[src/rtl/rla_pkg.sv]
package rla_pkg;

    // Store geometry
    localparam int MAX_LINES  = 1024;
    localparam int NUM_CELLS  = 4;
    localparam int BANK_DEPTH = MAX_LINES / NUM_CELLS;
    localparam int LINE_AW    = $clog2(MAX_LINES);
    localparam int BANK_AW    = $clog2(BANK_DEPTH);
    localparam int CELL_W     = $clog2(NUM_CELLS);

    // Field widths
    localparam int POS_W   = 10;
    localparam int OFS_W   = 31;
    localparam int SLOPE_W = 31;
    localparam int TIME_W  = 20;
    localparam int VAL_W   = 52;
    localparam int PROD_W  = SLOPE_W + TIME_W;
    localparam int LINE_W  = OFS_W + SLOPE_W;

    // Input word layout, lowest field first
    localparam int POS_LSB   = 0;
    localparam int OFS_LSB   = POS_LSB + POS_W;
    localparam int SLOPE_LSB = OFS_LSB + OFS_W;
    localparam int LO_LSB    = SLOPE_LSB + SLOPE_W;
    localparam int HI_LSB    = LO_LSB + POS_W;
    localparam int TIME_LSB  = HI_LSB + POS_W;
    localparam int S_DATA_W  = ((TIME_LSB + TIME_W + 7) / 8) * 8;
    localparam int M_DATA_W  = ((POS_W + VAL_W + 7) / 8) * 8;

    // Read, multiply and compare stages, then one hop per cell
    localparam int DRAIN_CYCLES = 3 + NUM_CELLS;
    localparam int DRAIN_W      = $clog2(DRAIN_CYCLES);

    typedef enum logic {
        OP_LOAD  = 1'b0,
        OP_QUERY = 1'b1
    } op_t;

    typedef enum logic [1:0] {
        ST_IDLE,
        ST_SCAN,
        ST_DRAIN,
        ST_DONE
    } state_t;

    typedef struct packed {
        logic               en;
        logic [LINE_AW-1:0] addr;
        logic [OFS_W-1:0]   offset;
        logic [SLOPE_W-1:0] slope;
    } wr_t;

    typedef struct packed {
        logic               clear;
        logic               active;
        logic [BANK_AW-1:0] idx;
        logic [POS_W-1:0]   lo;
        logic [POS_W-1:0]   hi;
        logic [TIME_W-1:0]  qtime;
    } scan_t;

    typedef struct packed {
        logic             valid;
        logic [POS_W-1:0] pos;
        logic [VAL_W-1:0] val;
    } cand_t;

endpackage

[src/rtl/rla_ctrl.sv]
module rla_ctrl
    import rla_pkg::*;
(
    input  logic                aclk,
    input  logic                aresetn,
    input  logic                s_tvalid,
    output logic                s_tready,
    input  logic [S_DATA_W-1:0] s_tdata,
    input  logic                s_tuser,
    output logic                m_tvalid,
    input  logic                m_tready,
    output logic [M_DATA_W-1:0] m_tdata,
    output wr_t                 wr,
    output scan_t               scan,
    input  cand_t               result
);

    state_t             state_reg, state_next;
    logic [BANK_AW-1:0] idx_reg, idx_next;
    logic [DRAIN_W-1:0] drain_reg, drain_next;
    logic [POS_W-1:0]   lo_reg, lo_next;
    logic [POS_W-1:0]   hi_reg, hi_next;
    logic [TIME_W-1:0]  time_reg, time_next;
    logic               out_valid_reg, out_valid_next;
    logic [POS_W-1:0]   out_pos_reg, out_pos_next;
    logic [VAL_W-1:0]   out_val_reg, out_val_next;

    logic [POS_W-1:0]   in_pos;
    logic [POS_W-1:0]   in_hi;
    logic [POS_W-1:0]   in_hi_sat;
    logic               accept;

    assign in_pos    = s_tdata[POS_LSB +: POS_W];
    assign in_hi     = s_tdata[HI_LSB +: POS_W];
    assign in_hi_sat = (int'(in_hi) > MAX_LINES - 1) ? POS_W'(MAX_LINES - 1) : in_hi;
    assign accept    = s_tvalid && s_tready;

    always_comb begin
        state_next     = state_reg;
        idx_next       = idx_reg;
        drain_next     = drain_reg;
        lo_next        = lo_reg;
        hi_next        = hi_reg;
        time_next      = time_reg;
        out_valid_next = out_valid_reg && !m_tready;
        out_pos_next   = out_pos_reg;
        out_val_next   = out_val_reg;

        s_tready  = (state_reg == ST_IDLE);

        wr.en     = accept && (s_tuser == OP_LOAD) && (int'(in_pos) < MAX_LINES);
        wr.addr   = in_pos[LINE_AW-1:0];
        wr.offset = s_tdata[OFS_LSB +: OFS_W];
        wr.slope  = s_tdata[SLOPE_LSB +: SLOPE_W];

        scan.clear  = accept && (s_tuser == OP_QUERY);
        scan.active = (state_reg == ST_SCAN);
        scan.idx    = idx_reg;
        scan.lo     = lo_reg;
        scan.hi     = hi_reg;
        scan.qtime  = time_reg;

        case (state_reg)
            ST_IDLE: begin
                if (accept && (s_tuser == OP_QUERY)) begin
                    lo_next    = s_tdata[LO_LSB +: POS_W];
                    hi_next    = in_hi_sat;
                    time_next  = s_tdata[TIME_LSB +: TIME_W];
                    idx_next   = '0;
                    state_next = ST_SCAN;
                end
            end
            ST_SCAN: begin
                idx_next = idx_reg + 1'b1;
                if (idx_reg == BANK_AW'(BANK_DEPTH - 1)) begin
                    drain_next = '0;
                    state_next = ST_DRAIN;
                end
            end
            ST_DRAIN: begin
                drain_next = drain_reg + 1'b1;
                if (drain_reg == DRAIN_W'(DRAIN_CYCLES - 1)) begin
                    state_next = ST_DONE;
                end
            end
            ST_DONE: begin
                if (!out_valid_reg || m_tready) begin
                    out_valid_next = 1'b1;
                    out_pos_next   = result.valid ? result.pos : '0;
                    out_val_next   = result.valid ? result.val : '0;
                    state_next     = ST_IDLE;
                end
            end
            default: begin
                state_next = ST_IDLE;
            end
        endcase
    end

    always_ff @(posedge aclk) begin
        if (!aresetn) begin
            state_reg     <= ST_IDLE;
            out_valid_reg <= 1'b0;
            idx_reg       <= '0;
            drain_reg     <= '0;
        end else begin
            state_reg     <= state_next;
            out_valid_reg <= out_valid_next;
            idx_reg       <= idx_next;
            drain_reg     <= drain_next;
        end
        lo_reg      <= lo_next;
        hi_reg      <= hi_next;
        time_reg    <= time_next;
        out_pos_reg <= out_pos_next;
        out_val_reg <= out_val_next;
    end

    assign m_tvalid = out_valid_reg;
    assign m_tdata  = {{(M_DATA_W - POS_W - VAL_W){1'b0}}, out_val_reg, out_pos_reg};

endmodule

[config.mk]
export PLATFORM = sky130hd
export DESIGN_NAME = rla_ctrl
export DESIGN_NICKNAME = d
export VERILOG_FILES = /design/src/rtl/rla_pkg.sv /design/src/rtl/rla_ctrl.sv
export SDC_FILE = /design/constraint.sdc
export NUM_CORES = 1
export LEC_CHECK = 0
export BUFFER_PORTS_ARGS = -buffer_cell sky130_fd_sc_hd__buf_4
export CORE_AREA = 10 10 137 139
export CTS_BUF_LIST = sky130_fd_sc_hd__clkbuf_4
export DETAILED_ROUTE_END_ITERATION = 10
export DIE_AREA = 0 0 147 149
export PLACE_DENSITY = 0.73
export SLEW_MARGIN = 20
export SYNTH_ARGS = -nofsm -noshare
export SYNTH_HDL_FRONTEND = slang
export SYNTH_SLANG_ARGS = --single-unit
export TNS_END_PERCENT = 50
[constraint.sdc]
create_clock -name aclk -period 11.1 [get_ports aclk]
set_input_delay 1.11 -clock aclk [delete_from_list [all_inputs] [get_ports aclk]]
set_output_delay 1.11 -clock aclk [all_outputs]
set_load 0.1 [all_outputs]
Word-level counts from Yosys, hierarchy flattened. Index checks and enable logic that the tools add are counted.

Equality and inequality tests: 9. Mux-type cells: 11. Reduce and logical (&&, ||, !) cells: 15. Bitwise operators: 1. Add/sub/neg operators: 2.

Operator list (number): 8-bit case mux with 2 select lines (1); 8-bit by 1-bit adder with 8-bit output (second input constant) (1); 8-bit equality test (second input constant) (1); 2-bit two-way mux (4); 8-bit two-way mux (1); 2-bit case mux with 4 select lines (1); 2-bit AND reduction (4); 3-bit case mux with 2 select lines (1); 2-bit equality test (second input constant) (2); 1-bit logical AND (4); 2-bit by 1-bit != test with 1-bit output (second input constant) (2); 2-bit != test (second input constant) (2); 4-bit AND reduction (1); 2-bit nonzero test (2); 3-bit by 1-bit adder with 3-bit output (second input constant) (1); 3-bit equality test (second input constant) (1); 3-bit two-way mux (1); 2-bit by 1-bit equality test with 1-bit output (second input constant) (1); 1-bit zero test (2); 2-bit zero test (1); 1-bit two-way mux (2); 1-bit logical OR (1); 1-bit NOT (1).

Bits in registers: 116. Output and inout bits: 189. Logic and storage cells: 47. Input bits: 180.

Logic depth before layout (Yosys ltp).
Depth in word-level cells: 5. Gate-level depth with buffers: 6. Gate-level depth less buffers: 6.

Worst setup path after synthesis. No wires, ideal clock.

Path kind: input -> register. From: input port m_tready. To: register out_pos_reg[0], enable pin. Data required time: 10611 ps. Library setup time: 489 ps. Stages: 2. Slack: 6652 ps. Path buffers: 0. Data arrival time: 3958 ps. Path through: nor2b_1 > nor2b_1.

Word-level cells in the longest chain between the ends: 2.

RTL lines: from (decl) (RTL line rla_ctrl.sv:11) `input logic m_tready,`; 1-bit logical OR (RTL line rla_ctrl.sv:87) `if (!out_valid_reg || m_tready) begin`; 2-bit AND reduction (no source line); to (signal assigned) (RTL line rla_ctrl.sv:115) `out_pos_reg <= out_pos_next;`; to (decl) (RTL line rla_ctrl.sv:25) `logic [POS_W-1:0] out_pos_reg, out_pos_next;`.

No other way between the ends. A chain may end at the register's enable or synchronous reset.

==> metrics.sh <==
DRC=0
SLEW_HEADROOM_PCT=47.4
CAP_VIOLATIONS=0
FIN_SETUP_TNS_NS=0
CTS-BUFFERS-INSERTED=17
POST_SYNTHESIS_AREA_PER_INSTANCE_UM2=14.5
CELLLEAKAGEPOWER_nW=2.65
PORT_BUFFERS=222
SYN_AREA_UM2=4830
WL_MET1_MM=4.77
POST_SYNTH_NUM_CELL_TYPES=32
GRTUSAGETOTAL_PCT=12.9
FRACTION_OF_LAYOUT_INSTANCES_USING_A_DRIVE_STRENGTH_ABOVE_1_PCT=51.4
POWER.DENSITY_CELL_AREA_nW_PER_UM2=199
CRITICAL_PATH.STARTPOINT='state_reg[0]'
SETUP.WORST_PATH.CLASS='flip-flop to output pin'
ROUTE.MET3.WL_MM=1.62
POSTLAYOUTSETUPSLACKWORST_NS=8.20
NUMBER_OF_ANTENNA_VIOLATIONS_AT_THE_FIRST_CHECK_IN_GLOBAL_ROUTING=1
CTS_HOLD_BUFFERS=0
REG2REG_FROM='state_reg[1]'
CLKSLEWWORSTSETUPHOLDPATHS_NS=0.10
FINALCLOCKSKEW_NS=0.0241
WORSTPATHREQUIRED_NS=9.99
DRT-WIRELENGTH-PER-CELL_UM=20.9
TRITONCTS_CLOCK_TREE='yes'
FLOORPLAN.DIE.WIDTH_UM=147
RUN_STATUS='finished clean'
POSTCTSSETUPBUFFERS=0
CTS.HTREE.LEVELS=4
SYNTH_TOP_CELL_AREA_SHARE_PCT=63.4
FLIP_FLOP_COUNT_OF_THE_LARGEST_REGISTER_AFTER_LAYOUT=52
GRT_SETUP_UNREPAIRED='no'
CRIT_PATH_MAX_FANOUT=7
GLOBALROUTEOVERFLOWTOTAL=0
MAXIMUM_NUMBER_OF_PINS_ON_ONE_NET_BEFORE_GLOBAL_ROUTE_REPAIR=63
HOLD_VIOL_FINAL=0
INITIAL_CELL_DENSITY_OF_THE_CORE_PCT=29.9
FLOORPLAN.IO_PINS=369
INSERTION_DELAY_NS=0.50
SETUP-VIOLATIONS-FINAL=0
NUMBER_OF_FLOPS_MAPPED_TO_ENABLE_CELLS_BY_YOSYS=102
WORST_SETUP_SLACK_POST_DPL_NS=8.28
VIAS_PER_CELL=4.24
POSTSYNTHCELLCOUNT=334
POST-ROUTE-PERIOD-UTIL_PCT=26.1
GRT_PASS1_WL_MM=21.2
YOSYS_WARNINGS=0
DETAILED_PLACE_HPWL_MM=12.4
DETAILEDROUTE.FIRSTITERATIONVIOLATIONS=178
CTS-ROOT-TO-SINK-BUFFERS=2
HOLDCRITPATHCLASS='flip-flop to flip-flop'
POST_SYNTH_MOST_FREQUENT_CELLS='102 x sky130_fd_sc_hd__edfxtp_1, 74 x sky130_fd_sc_hd__buf_4, 62 x sky130_fd_sc_hd__and2_1'
WORSTMARGINPINSLEW_NS=0.789
FIRST_GLOBAL_VIAS=3307
DRT-PASS1-ITER-COUNT=4
WL_MET2_MM=8.23
CTS.SINKS=116
FP.DIEH_UM=149
LARGEST_VDD_SUPPLY_DROP_V=0.0000999
SYNTH_MOST_COMMON_CELL='sky130_fd_sc_hd__edfxtp_1'
ASYNC_FLOP_SHARE_PCT=0
STD_CELL_ROWS=47
CTSRESIZECOUNT=0
ROUTED_WL_MM=15.3
CTS-ROOT-BUF='sky130_fd_sc_hd__clkbuf_4'
MIN-DELAY-START='drain_reg[0]'
SYNTH_SEQ_CELLS=116
NETS=684
FLOORPLAN.CORE_AREA_UM2=16200
TOP_POST_SYNTHESIS_CELLS_BY_AREA='sky130_fd_sc_hd__edfxtp_1 63%, sky130_fd_sc_hd__buf_4 11%, sky130_fd_sc_hd__and2_1 8.0%'
VIAS=3097
SEQ_AREA_FRAC_SYNTH_PCT=69.2
GPL.FINAL_WEIGHTED_CONGESTION=0.818
ARRIVAL_TIME_REPORTED_FOR_THE_CRITICAL_PATH_ENDPOINT_NS=1.79
LAYOUT-AREA-OVERHEAD-VS-SYNTH_PCT=35.2
MAXUSEDROUTINGLAYER='met4'
WORST_SETUP_PATH_START_KIND='flip-flop'
LAYOUT_MIN_CYCLE_TIME_NS=2.90
CLOCK.FMAX_MHz=345
YOSYS_MOST_USED_DFF='sky130_fd_sc_hd__edfxtp_1'
CRITPATHCAPTURETYPE='output pin'
SYNTH_LARGEST_AREA_CELL='sky130_fd_sc_hd__edfxtp_1'
DIE_AREA_UM2=21900
SLEW_VIOLATIONS=0
ANT_NETS=0
==> metrics by stage <==
step	cell area (µm²)	cells	total power, mW	util (%)	hold slack, ns
global route	6530	731	1.35	40.4	0.537
finish	6530	731	1.30	40.4	0.500
detailed placement	6220	698	0.982	38.5	0.488
global placement	6220	698	0.972	38.5	0.473
CTS	6530	730	1.32	40.4	0.503
floorplan	4840	335	0.995	-	0.463
==> per-layer routing <==
layer / track usage (%) / up-vias
met2: 23.6 / 178
met3: 5.92 / 52
met1: 11.3 / 1453
met5: 0 / -
li1: - / 1414
met4: 7.98 / 0
==> cells in the final DEF (no fill, tap or decap), types with 2 or more instances in the layout <==
cell	n
sky130_fd_sc_hd__buf_4	224
sky130_fd_sc_hd__edfxtp_1	102
sky130_fd_sc_hd__and2_1	62
sky130_fd_sc_hd__clkbuf_4	18
sky130_fd_sc_hd__dfxtp_1	14
sky130_fd_sc_hd__nor2_1	10
sky130_fd_sc_hd__nand2_1	9
sky130_fd_sc_hd__inv_1	7
sky130_fd_sc_hd__ha_1	7
sky130_fd_sc_hd__xnor2_1	6
sky130_fd_sc_hd__nand3_1	4
sky130_fd_sc_hd__clkinv_4	4
sky130_fd_sc_hd__o21ai_0	3
sky130_fd_sc_hd__a21boi_0	3
sky130_fd_sc_hd__nor4_1	3
sky130_fd_sc_hd__bufinv_16	3
sky130_fd_sc_hd__inv_6	3
sky130_fd_sc_hd__mux2i_1	2
sky130_fd_sc_hd__nand3b_1	2
sky130_fd_sc_hd__o22ai_1	2
sky130_fd_sc_hd__nand4b_1	2
sky130_fd_sc_hd__conb_1	2
sky130_fd_sc_hd__clkinvlp_4	2
sky130_fd_sc_hd__clkinv_2	2
==> logic make-up after synthesis <==
logic type	after synthesis	synth area share, %
compound gates	15	2.77
xor+xnor	6	1.09
fa+ha+maj	7	1.81
buf+inv	88	12.6
flops	116	69.2
mux	2	0.414
other cells	1	0.0776
simple gates	99	12.1
==> final timing paths <==
path / slack [ns] / to / cells after the start
max: 8.20 / scan[49] / 5
min: 0.50 / drain_reg[0] / 2
max reg2reg: 9.27 / out_val_reg[8] / 3
min reg2reg: 0.50 / drain_reg[0] / 2
==> critical path: stages, from the launching register on <==
cell and delay, ns:
sky130_fd_sc_hd__dfxtp_1 0.35, sky130_fd_sc_hd__inv_1 0.10, sky130_fd_sc_hd__ha_1 0.30, sky130_fd_sc_hd__nand3_1 0.18
sky130_fd_sc_hd__inv_1 0.09, sky130_fd_sc_hd__buf_4 0.28
==> where the power goes <==
group	switching, mW	internal, mW
clock network	0.173	0.161
logic	0.338	0.0990
registers	0.0137	0.518
==> cell type report <==
class / count / area, µm²
diodes: 1 / 2.50
fillers: 1501 / 9640
clock inverters: 14 / 176
clock buffers: 18 / 135
inverters: 7 / 26.3
repair buffers: 224 / 1680
flip-flops and latches: 116 / 3340
well taps: 220 / 275
multi-input cells: 131 / 893
Power figures use the tool's default switching activity.
